==> src/rtl/ftcp_pkg.sv <==
// Shared types and constants for the frequency threshold cache policy.
package ftcp_pkg;
  localparam int unsigned ENTRIES_DEFAULT = 256;
  localparam int unsigned CFG_W = 9;
  localparam int unsigned CNT_W = 32;
  localparam logic [CNT_W-1:0] CNT_MAX = '1;
  localparam logic [0:0] REG_CACHE_BUDGET = 1'b0;
  localparam logic [0:0] REG_ENTRIES_IN_USE = 1'b1;
  localparam logic ACT_ACCESS = 1'b0;
  localparam logic ACT_CLEAR = 1'b1;

  // Commands from the controller to the datapath.
  typedef struct packed {
    logic init_step;   // zero one entry of the post-reset clearing pass
    logic load;        // capture item, issue count read
    logic clr_start;   // start clearing sweep; never driven, the sweep runs on clr_step
    logic clr_step;    // clear one entry
    logic rank_start;  // capture count and mark, start a ranking pass
    logic rank_step;   // read one count for the current bit
    logic rank_bit;    // resolve the current threshold bit
    logic thr_update;  // write threshold from rank result
    logic commit;      // update entry and present result
  } ftcp_cmd_t;

  // Status from the datapath to the controller.
  typedef struct packed {
    logic is_clear;
    logic need_rank;   // count equals threshold
    logic fits;        // budget covers all ranked entries
    logic sweep_last;  // sweep pointer on its last entry
    logic rank_last;   // ranking pointer on its last entry
    logic bit_last;    // ranking on the lowest threshold bit
  } ftcp_stat_t;
endpackage

==> src/rtl/ftcp_ctrl.sv <==
// Controller state machine sequencing access, clear and ranking.
module ftcp_ctrl import ftcp_pkg::*; (
  input  logic       clk,
  input  logic       rst,
  input  logic       start,
  input  ftcp_stat_t stat,
  output ftcp_cmd_t  cmd,
  output logic       busy,
  output logic       done
);
  localparam logic [3:0] S_IDLE = 4'd0;
  localparam logic [3:0] S_READ = 4'd1;
  localparam logic [3:0] S_CHECK = 4'd2;
  localparam logic [3:0] S_CLEAR = 4'd3;
  localparam logic [3:0] S_RANK = 4'd4;
  localparam logic [3:0] S_THR = 4'd5;
  localparam logic [3:0] S_COMMIT = 4'd6;
  localparam logic [3:0] S_BIT = 4'd7;
  localparam logic [3:0] S_INIT = 4'd8;

  logic [3:0] state;
  logic [3:0] state_next;

  always_comb begin
    cmd = '0;
    state_next = state;
    case (state)
      S_INIT: begin
        cmd.init_step = 1'b1;
        if (stat.sweep_last) state_next = S_IDLE;
      end
      S_IDLE: begin
        if (start && !busy) begin
          cmd.load = 1'b1;
          state_next = S_READ;
        end
      end
      S_READ: begin
        if (stat.is_clear) state_next = S_CLEAR;
        else begin
          cmd.rank_start = 1'b1;
          state_next = S_CHECK;
        end
      end
      S_CHECK: begin
        if (!stat.need_rank) state_next = S_COMMIT;
        else if (stat.fits) state_next = S_THR;
        else state_next = S_RANK;
      end
      S_CLEAR: begin
        cmd.clr_step = 1'b1;
        if (stat.sweep_last) state_next = S_COMMIT;
      end
      S_RANK: begin
        cmd.rank_step = 1'b1;
        if (stat.rank_last) state_next = S_BIT;
      end
      S_BIT: begin
        cmd.rank_bit = 1'b1;
        if (stat.bit_last) state_next = S_THR;
        else state_next = S_RANK;
      end
      S_THR: begin
        cmd.thr_update = 1'b1;
        state_next = S_COMMIT;
      end
      S_COMMIT: begin
        cmd.commit = 1'b1;
        state_next = S_IDLE;
      end
      default: state_next = S_IDLE;
    endcase
  end

  always_ff @(posedge clk) begin
    if (rst) begin
      state <= S_INIT;
      done <= 1'b0;
    end else begin
      state <= state_next;
      done <= cmd.commit;
    end
  end

  assign busy = (state != S_IDLE) || done;

  a_commit_once: assert property (@(posedge clk) disable iff (rst)
    cmd.commit |=> !cmd.commit) else $error("double commit");
  a_done_follows: assert property (@(posedge clk) disable iff (rst)
    done |-> $past(cmd.commit)) else $error("done without commit");
  a_no_load_busy: assert property (@(posedge clk) disable iff (rst)
    cmd.load |-> state == S_IDLE && !done) else $error("load while busy");
endmodule

==> config.mk <==
export PLATFORM = sky130hd
export DESIGN_NAME = ftcp_ctrl
export DESIGN_NICKNAME = d
export VERILOG_FILES = /design/src/rtl/ftcp_pkg.sv /design/src/rtl/ftcp_ctrl.sv
export SDC_FILE = /design/constraint.sdc
export NUM_CORES = 1
export LEC_CHECK = 0
export BUFFER_PORTS_ARGS = -buffer_cell sky130_fd_sc_hd__buf_2
export CAP_MARGIN = 20
export CORE_AREA = 4 4 41 43
export DETAILED_ROUTE_END_ITERATION = 16
export DIE_AREA = 0 0 45 47
export PLACE_DENSITY_LB_ADDON = 0.2
export SLEW_MARGIN = 5
export SYNTH_ARGS = -nofsm -noshare
export SYNTH_HDL_FRONTEND = slang
export SYNTH_SLANG_ARGS = --single-unit
==> constraint.sdc <==
create_clock -name clk -period 1 [get_ports clk]
set_input_delay 0.1 -clock clk [delete_from_list [all_inputs] [get_ports clk]]
set_output_delay 0.1 -clock clk [all_outputs]
set_load 0.03 [all_outputs]
; After elaboration in Yosys (flattened, before gate mapping)
; Index checks and enable logic that the tools add are counted.
[op_classes]
n_eq_ne = 12
n_mux = 19
n_reduce_logical = 6
[op_table]
columns = cell, n
row1 = $pmux W4 S8, 1
row2 = $eq A4 B3 Y1 const B, 4
row3 = $mux W4, 4
row4 = $mux W1, 13
row5 = $eq A4 B2 Y1 const B, 2
row6 = $ne A2 B2 Y1 const B, 4
row7 = $eq A4 B1 Y1 const B, 1
row8 = $eq A4 B4 Y1 const B, 1
row9 = $logic_not A4 Y1, 1
row10 = $reduce_and A4 Y1, 1
row11 = $reduce_bool A4 Y1, 1
row12 = $mux W2, 1
row13 = $logic_and A1 B1 Y1, 1
row14 = $logic_not A1 Y1, 1
row15 = $logic_or A1 B1 Y1, 1
[totals]
register_bits = 5
input_bits = 9
out_inout_bits = 11
word_cells = 39

; Logic depth before layout (Yosys ltp)
; Gate-level depths: netlist of run 1.
[depth]
depth_word = 6
mapped_depth = 5
depth_no_buf = 4

; Worst setup path after synthesis of run 1
; No wires, ideal clock.
[synth_path]
path_type = reg-to-output
from = register state[1]
to = output port cmd[7] in the netlist's numbering
arrival_ns = 1.635
t_required_ns = 0.900
slack_ns = -0.735
stages_incl_launch_ff = 4
n_path_buf = 1
path_cell_list = dfxtp_1 > buf_6 > or2_4 > nor4_1
[synth_rtl]
columns = item, line_no
row1 = "start, declared", ftcp_ctrl.sv:21  ; logic [3:0] state;
row2 = "start signal, assigned", ftcp_ctrl.sv:80  ; state <= state_next;
row3 = "end, declared", ftcp_ctrl.sv:7  ; output ftcp_cmd_t cmd,

; Worst setup path after layout of run 1
[layout_path]
from = register state[3]
to = output port busy
[layout_via]
elab_chain_len = 2
[layout_rtl]
columns = item, line_no
row1 = $reduce_bool A4 Y1, ftcp_ctrl.sv:85  ; assign busy = (state != S_IDLE) || done;
row2 = $logic_or A1 B1 Y1, ftcp_ctrl.sv:85
row3 = "end, declared", ftcp_ctrl.sv:8  ; output logic busy,
; Every way passes these cells.

==> results of run 1 <==
[state kept, by name, summed over array words and instances, names as in the netlist]
signal,cells
done,1
state,4
[timing repair]
item	in CTS	in global routing
hold buffers	0	0
endpoints found under the setup margin	14	14
buffers inserted	1	3
gates resized for setup	23	21
cloned	1	0
pin swaps	2	7
[how the worst min path moves through the flow]
stage | start | end | cells after the start
floorplan | rst | done | 1
global placement | rst | done | 2
detailed placement | rst | done | 2
CTS | rst | done | 2
global route | rst | done | 2
finish | rst | done | 2
[area by class of cell]
type	instances	area share
multi-input cells	38	0.434
inverters	3	0.0174
well taps	15	0.0237
repair buffers	35	0.357
clock buffers	4	0.0332
flip-flops and latches	5	0.134
[power breakdown]
| part | internal (mW) | switching, mW |
|---|---|---|
| clock | 0.151 | 0.0850 |
| sequential | 0.210 | 0.0111 |
| combinational | 0.127 | 0.129 |
| total | 0.487 | 0.225 |
[worst max-delay path, cell delays in order, from the launching register on]
cell     delay [ps]
dfxtp_2         330
or2_4           230
or4_4           410
buf_6           150
[layer usage]
metal,GRT usage,vias to the layer above
li1,-,246
met1,0.167,221
met2,0.206,27
met3,0.0230,2
met4,0.0526,0
met5,0,-
[stage by stage]
stage | hold slack [ps] | TNS [ps]
after floorplan | 172 | -1720
after global placement | 308 | -1950
after detailed placement | 313 | -1950
after CTS | 63.1 | -3870
after global routing | 96.4 | -5020
final | 90.5 | -4460
[cells in the final DEF (no fill, tap or decap), drive strengths merged]
cell / Yosys / layout
clkbuf: 0 / 4
or2b: 2 / 2
nand2: 2 / 2
o221a: 1 / 1
or2: 1 / 1
or4: 1 / 1
a21o: 1 / 1
inv: 3 / 3
conb: 1 / 1
dfxtp: 5 / 5
nand2b: 4 / 4
o311a: 1 / 1
and3b: 1 / 1
nor2: 11 / 11
o31ai: 1 / 1
a221oi: 2 / 2
a21oi: 3 / 3
nand3: 1 / 1
buf: 4 / 35
nor4: 1 / 1
and3: 1 / 1
o21ai: 1 / 1
nor3: 2 / 2
[kinds of logic (layout without fill, tap and decap cells)]
group,after synthesis,count (layout),synth area share
compound gates,10,10,0.218
simple gates,27,27,0.389
flops,5,5,0.273
buf+inv,7,42,0.109
other cells,1,1,0.0102
==> out/qor.txt, run 1 <==
=========================================================================================
Leading post-synthesis cells by cell area                                    dfxtp_1 (27%), nor2_1 (11%), nand2b_1 (6.8%)
Post-synthesis instance area                                                     367 um^2
Violated checks                                                              setup timing
Cell with the most instances after synthesis                                       nor2_1
Number of warning messages in the yosys log                                             0
Effective utilization at floorplan                                                  0.282
Placeable Area                                                                  1300 um^2
Area share of the largest cell type after synthesis                                 0.273
Filler instances                                                                      122
First-pass GRT wire length                                                        1950 um
Post-Synthesis Cells                                                                   50
Crit share post-route                                                                1.47
Chip Width                                                                          45 um
Post-synthesis to final-layout area growth                                           116%
Final core occ                                                                      0.609
Vertical die dimension                                                              47 um
Sequential Area                                                                  106 um^2
Peak ir drop on the vdd network                                                0.000573 V
Max-cap viol count                                                                      0
Proportion of register bits with asynchronous set or reset after synthesis              0
TritonCTS sink count                                                                    5
Ant. Diodes                                                                             0
Worst r2r src                                                                    state[1]
Post-synthesis register bit count                                                       5
Placement Cell Area                                                              599 um^2
Uppermost signal routing layer after detailed routing                                met4
Number of global-route vias before repair                                             464
Yosys cell types                                                                       25
Commonest cells in the synthesized netlist                                   nor2_1 (11), dfxtp_1 (5), nand2b_1 (4)
Number of buffers between clock root and the deepest sink                               2
R2r setup slk                                                                     -370 ps
Post-route total power                                                             712 uW
Total placed cells including tap cells                                                 91
Std-Cell Rows                                                                          13
Setup repair after global routing missed its margin                                  true
Leak                                                                             0.349 nW
Nets@finish                                                                            95
Setup clock skew after layout                                                     1.70 ps
Metal3 WL                                                                          107 um
Met1 layer wirelength in the final routing                                         522 um
Mean area per synthesized cell                                                  7.33 um^2
Maximum number of pins on one net before global-route repair                            7
Fraction of layout instances using a drive strength above 1                         0.788
HPWL after DPL                                                                     860 um
Routed via count divided by cell count                                               4.96
Capture point of the critical path                                                   busy
Maximum operating frequency                                                       682 MHz
H-tree lvl count                                                                        1
Inserted Clock Buffers                                                                  3
Number of enable-type register cells in the synthesized netlist                         0
CTS clock-pin slew for the worst setup and hold paths                               50 ps
Vias                                                                                  496
Clock root buffer                                                                clkbuf_4
Total Routed Length                                                               1350 um
Worst setup SP type                                                              register
Final GP Congestion                                                                 0.702
Kind of capture point of the worst setup path                                  output pin
Post-place setup slack                                                            -228 ps
PD cells                                                                      900 nW/um^2
Yosys top cell by area                                                            dfxtp_1
Fin. Hold Viols                                                                         0
Crit path time final                                                              1470 ps
I/O Pins                                                                               20
Endpoints failing setup                                                                14
Arrival time at the worst endpoint                                                1370 ps
GR Util All Layers                                                                  0.127
Wirelength per Cell                                                               13.5 um
Most instantiated flip-flop cell in the synthesis netlist                         dfxtp_1
Post-detailed-route count of antenna-violating nets                                     0
Sequential-to-total area share from yosys stat                                      0.273
Initial antenna violation count                                                         0
Number of remaining DRC errors                                                          0
Number of non-filler instances in the completed layout                                100
Post-route cell area                                                             792 um^2
Endpoint of the worst register-to-register path                                  state[0]
Number of violations reported at the end of detailed-routing iteration 0                4
Die area                                                                        2120 um^2
Hold/Removal Path Class                                                      primary input to register
Worst setup path start                                                           state[3]
Skew-Pair Late Insertion Delay                                                     240 ps
Overflow after GRT                                                                      0
Number of slew-limit violations in the final report                                     0
Result of the run                                                            finished, violations left
TritonCTS clock tree                                                                built
Multi-input logic area                                                           344 um^2
Required @ worst endpoint                                                          900 ps
Number of cell instances on the worst register-to-register path                         7
DR WL met2                                                                         697 um
Max FO, Critical Path                                                                   2
Worst setup path category                                                    register to output pin
Synthesized netlist net count                                                          59
Number of detailed-routing iterations run before antenna repair                         4
Final worst-path setup slack                                                      -465 ps
Count of buffers inserted at the top-level ports                                       18
=========================================================================================
Power figures use the tool's default switching activity.
==> run 2: changes to the inputs <==
- clock period: 1 -> 1.6 ns (I/O delays scaled with it)
==> run 2 against run 1 <==
Net effect:
- the flow now finishes without violations
- combinational power fell by 60%
- die area did not move
- worst setup slack improved by 480 ps
- total power fell by 44%
- non-clock buffer count fell by 13
==> out/qor.txt, run 2 (synthesis results as in run 1) <==
=======================================================================================
CTS clock-pin slew for the worst setup and hold paths                             50 ps   about the same
Ant. Diodes                                                                           0   unchanged
Worst r2r src                                                                  state[2]
Total placed cells including tap cells                                               80   -12%
Leak                                                                           0.255 nW   -27%
Count of buffers inserted at the top-level ports                                     18   unchanged
Post-detailed-route count of antenna-violating nets                                   0   unchanged
Routed via count divided by cell count                                             4.84   -2.4%
Result of the run                                                          complete, no violations
Required @ worst endpoint                                                       1440 ps   +540 ps
Number of non-filler instances in the completed layout                               87   -13%
Most frequent cells in the layout                                          buf_2 (17), nor2_1 (11), nand2b_1 (4), dfxtp_1 (4), buf_4 (4)
Final core occ                                                                    0.402   -0.207
Worst setup path start                                                         state[3]
Post-route cell area                                                           523 um^2   -34%
Number of detailed-routing iterations run before antenna repair                       4   unchanged
Peak ir drop on the vdd network                                              0.000346 V   -40%
Skew-Pair Late Insertion Delay                                                   250 ps   about the same
Final GP Congestion                                                               0.759   +8.2%
Total Routed Length                                                             1020 um   -24%
Endpoint of the worst register-to-register path                                state[1]
Filler instances                                                                    148   +21%
Inserted Clock Buffers                                                                3   unchanged
First-pass GRT wire length                                                      1440 um   -26%
HPWL after DPL                                                                   665 um   -23%
Effective utilization at floorplan                                                0.282   unchanged
Std-Cell Rows                                                                        13   unchanged
Nets@finish                                                                          82   -14%
Number of cell instances on the worst register-to-register path                       3   -4
Max FO, Critical Path                                                                 4   +2
I/O Pins                                                                             20   unchanged
Initial antenna violation count                                                       0   unchanged
Number of buffers between clock root and the deepest sink                             2   unchanged
Worst setup path category                                                  register to output pin
Placeable Area                                                                1300 um^2   unchanged
Wirelength per Cell                                                             11.7 um   -13%
Maximum number of pins on one net before global-route repair                         13   +6
Switching power                                                                  124 uW   -45%
Crit share post-route                                                             0.989
Max FFs per register                                                                  4   unchanged
Number of slew-limit violations in the final report                                   0   unchanged
Worst setup SP type                                                            register
Number of remaining DRC errors                                                        0   unchanged
Clock network fraction of total power                                             0.394   +0.063
Endpoints failing setup                                                               0   -14
Internal power                                                                   272 uW   -44%
Commonest non-fill, non-tap cell in the layout                                    buf_2
Startpoint of the worst hold path                                                   rst
Biggest registers after layout                                             state x4, done x1
Vertical die dimension                                                            47 um   unchanged
Overflow after GRT                                                                    0   unchanged
Final worst-path setup slack                                                    17.7 ps   +483 ps
Setup repair after global routing missed its margin                                true
Arrival time at the worst endpoint                                              1420 ps   +50 ps
Post-place setup slack                                                           267 ps   +496 ps
Total negative slack for setup checks                                              0 ps   +4460 ps
PD cells                                                                    757 nW/um^2   -16%
Capture point of the critical path                                                 busy
H-tree lvl count                                                                      1   unchanged
Kind of capture point of the worst setup path                                output pin
TritonCTS sink count                                                                  5   unchanged
Placement Cell Area                                                            460 um^2   -23%
GR Util All Layers                                                               0.0949   -0.0325
Minimum hold slack                                                               115 ps   +24.4 ps
Setup clock skew after layout                                                   7.42 ps   +5.72 ps
Post-synthesis to final-layout area growth                                        42.7%
Die area                                                                      2120 um^2   unchanged
Maximum operating frequency                                                     632 MHz
Part of the total power dissipated in sequential elements                         0.351   +0.041
Vias                                                                                421   -15%
Crit path time final                                                            1580 ps
Post-route total power                                                           396 uW   -44%
Chip Width                                                                        45 um   unchanged
Switching part of the total                                                       0.314   -0.00186
R2r setup slk                                                                    220 ps   +590 ps
Clock root buffer                                                              clkbuf_4
Fin. Hold Viols                                                                       0   unchanged
TritonCTS clock tree                                                              built
Register containing the most flip-flops in the final layout                       state
Hold/Removal Path Class                                                    primary input to register
Number of violations reported at the end of detailed-routing iteration 0             13   +9
Max-cap viol count                                                                    0   unchanged
Combinational group share of total power                                          0.255   -0.104
Fraction of layout instances using a drive strength above 1                       0.444   -0.344
Number of global-route vias before repair                                           357   -23%
=======================================================================================
## run 2: cell types whose count changed in the layout (fill, tap and decap cells not counted), moves of 2 or more
cell      change
buf_6        -11
buf_2         +7
nor2_4        -4
nand2b_1      +2
dfxtp_1       +4
nand2b_4      -2
nor3_2        -2
nor3_1        +2
dfxtp_2       -5
buf_4         -9
nor2_1        +7
nor2_2        -3
## run 2: worst min path at each step
stage	to	slack (ps)	depth (start not counted)
detailed placement	done	370	2
finish	done	110	2
global placement	done	370	2
floorplan	done	240	1
CTS	done	110	2
global route	done	120	2
## run 2: critical path, cell delays in order, from the launching register on
cell	delay, ps
dfxtp_4	340
or2_4	260
or4_4	420
buf_6	150
## run 2: final cells by class
type	count	area [um^2]	area share
Sequential cell	5	104	0.199
Inverter	3	11.3	0.0215
Tap cell	15	18.8	0.0359
Multi-Input combinational cell	38	236	0.452
Clock buffer	4	26.3	0.0502
Timing Repair Buffer	22	126	0.242
## run 2: what timing repair did
action | CTS | global route
hold buffers | 0 | 0
resized for setup | 0 | 6
buffers inserted | 0 | 3
setup endpoints to repair | 0 | 1
## run 2: power groups by stage
stage / Clock (mW) / Sequential (mW) / Combinational [mW]
global route: 0.165 / 0.139 / 0.111
detailed placement: 0 / 0.142 / 0.0834
finish: 0.156 / 0.139 / 0.101
global placement: 0 / 0.142 / 0.0847
CTS: 0.154 / 0.140 / 0.0844
floorplan: 0 / 0.135 / 0.0677
## run 2: per-layer routing
metal  vias up  global-route usage  share of wire
met1       183               0.114           0.42
met4         0              0.0702          0.015
met5         -                   0              0
li1        214                   -              -
met2        22               0.144           0.46
met3         2              0.0268           0.10
==> run 3: changes to the inputs <==
- REMOVE_ABC_BUFFERS: unset -> 1
==> run 3 against run 2 <==
Net effect:
- hold slack gained 8.3 ps
- cell count is 1.1% lower
- design area is 2.4% lower
- core utilization decreased by 0.96 points
- sequential share of layout area up 0.73 points
- combinational power shrank 7%
- via count is 3.1% lower
- routed wire length decreased by 1.5%
==> out/qor.txt, run 3 (synthesis results as in run 1) <==
=======================================================================================
R2r setup slk                                                                    250 ps   +30 ps
Clock root buffer                                                              clkbuf_4
Wirelength per Cell                                                             11.7 um   -0.32%
Setup repair after global routing missed its margin                                true
Count of buffers inserted at the top-level ports                                     18   unchanged
GR Util All Layers                                                                0.112   +0.0172
Kind of capture point of the worst setup path                                output pin
Std-Cell Rows                                                                        13   unchanged
Hold_buf cts                                                                          0   unchanged
Vertical die dimension                                                            47 um   unchanged
Max FO, Critical Path                                                                 6   +2
Clock network fraction of total power                                             0.396   +0.002
Fraction of layout instances using a drive strength above 1                       0.437   -0.00782
Switching part of the total                                                       0.312   -0.00151
Maximum number of pins on one net before global-route repair                         13   unchanged
Total Routed Length                                                             1010 um   -1.5%
Minimum hold slack                                                               123 ps   +8.28 ps
Inserted Clock Buffers                                                                3   unchanged
Internal power                                                                   266 uW   -2.0%
Number of remaining DRC errors                                                        0   unchanged
Post-synthesis to final-layout area growth                                        39.2%
Crit path time final                                                            1590 ps   +9.85 ps
Worst setup path category                                                  register to output pin
TritonCTS sink count                                                                  5   unchanged
H-tree lvl count                                                                      1   unchanged
Routed via count divided by cell count                                             4.74   -2.0%
Commonest non-fill, non-tap cell in the layout                                    buf_2
Peak ir drop on the vdd network                                              0.000236 V   -32%
TritonCTS clock tree                                                              built
Effective utilization at floorplan                                                0.282   unchanged
Skew-Pair Late Insertion Delay                                                   250 ps   about the same
Number of non-filler instances in the completed layout                               86   -1.1%
Required @ worst endpoint                                                       1440 ps   about the same
Crit share post-route                                                             0.995   +0.00616
Endpoint of the worst register-to-register path                                state[0]
Die area                                                                      2120 um^2   unchanged
Final worst-path setup slack                                                    7.80 ps   -9.85 ps
Fin. Hold Viols                                                                       0   unchanged
Hold/Removal Path Class                                                    primary input to register
Total negative slack for setup checks                                              0 ps   unchanged
Part of the total power dissipated in sequential elements                         0.361   +0.010
Final core occ                                                                    0.392   -0.00961
Most frequent cells in the layout                                          buf_2 (17), nor2_1 (11), nand2b_1 (4)
Arrival time at the worst endpoint                                              1430 ps   about the same
Leak                                                                           0.250 nW   -1.7%
Combinational group share of total power                                          0.243   -0.012
Number of violations reported at the end of detailed-routing iteration 0              4   -9
Ant. Diodes                                                                           0   unchanged
Post-place setup slack                                                           247 ps   -19.7 ps
Number of buffers between clock root and the deepest sink                             2   unchanged
Vias                                                                                408   -3.1%
Final GP Congestion                                                               0.718   -5.4%
Post-route total power                                                           387 uW   -2.2%
Number of detailed-routing iterations run before antenna repair                       3   -1
Placement Cell Area                                                            454 um^2   -1.4%
Register containing the most flip-flops in the final layout                       state
First-pass GRT wire length                                                      1640 um   +14%
Max-cap viol count                                                                    0   unchanged
Post-detailed-route count of antenna-violating nets                                   0   unchanged
Setup clock skew after layout                                                   1.76 ps   -5.66 ps
I/O Pins                                                                             20   unchanged
Number of cell instances on the worst register-to-register path                       4   +1
Post-route cell area                                                           510 um^2   -2.4%
Worst r2r src                                                                  state[0]
Initial antenna violation count                                                       0   unchanged
Startpoint of the worst hold path                                                   rst
PD cells                                                                    758 nW/um^2   +0.17%
Number of slew-limit violations in the final report                                   0   unchanged
Result of the run                                                          complete, no violations
Maximum operating frequency                                                     628 MHz   -0.62%
Placeable Area                                                                1300 um^2   unchanged
Switching power                                                                  121 uW   -2.7%
Number of cells on the worst hold path                                                2   unchanged
Total placed cells including tap cells                                               80   unchanged
Max FFs per register                                                                  4   unchanged
Chip Width                                                                        45 um   unchanged
Overflow after GRT                                                                    0   unchanged
Biggest registers after layout                                             state x4, done x1
Worst hold endpoint                                                                done
Worst setup SP type                                                            register
Number of global-route vias before repair                                           377   +5.6%
Endpoints failing setup                                                               0   unchanged
CTS clock-pin slew for the worst setup and hold paths                             50 ps   about the same
Nets@finish                                                                          81   -1.2%
=======================================================================================
==> run 3: cell count changes in the layout (fill, tap and decap cells not counted) <==
cell     before  now
dfxtp_1       4    3
nor4_2        1    0
nor4_1        0    1
dfxtp_2       0    1
buf_4         4    3
==> run 3: power groups by stage <==
stage / Sequential [mW] / Combinational (mW) / Clock [mW]
2_1_floorplan: 0.140 / 0.0566 / 0
3_3_place_gp: 0.143 / 0.0819 / 0
3_5_place_dp: 0.143 / 0.0818 / 0
4_1_cts: 0.141 / 0.0895 / 0.157
5_1_grt: 0.140 / 0.103 / 0.165
6_report: 0.140 / 0.0939 / 0.153
==> run 3: cell type report <==
type,instances,area [um^2]
fill,153,791
multi-input combinational,38,230
timing repair buffer,21,119
sequential,5,105
clock buffer,4,26.3
tap,15,18.8
inverter,3,11.3
==> run 3: worst max-delay path by stage <==
| stage | startpoint | end | depth (start not counted) |
|---|---|---|---|
| after detailed placement | state[1] | busy | 3 |
| after global routing | state[3] | busy | 3 |
| after global placement | state[1] | busy | 3 |
| after CTS | state[1] | busy | 3 |
| after floorplan | state[1] | cmd[7] | 2 |
| final | state[3] | busy | 3 |
==> run 3: metal layers <==
layer / track usage / share of wire / wire (um)
met5: 0 / 0 / 0
met4: 0.0877 / 0.017 / 17
met3: 0.0345 / 0.097 / 98
met2: 0.167 / 0.46 / 461
met1: 0.134 / 0.43 / 429
==> run 3: what timing repair did <==
item / in CTS / in global routing
hold endpoints to repair: 0 / 0
pin swaps: 0 / 1
setup buffers: 0 / 2
gates resized for setup: 5 / 1
setup endpoints to repair: 1 / 1
==> run 3: critical path, cell delays in order (launching register included) <==
cell and delay, ps:
dfxtp_2 340, or2_4 270, or4_4 410, buf_6 150
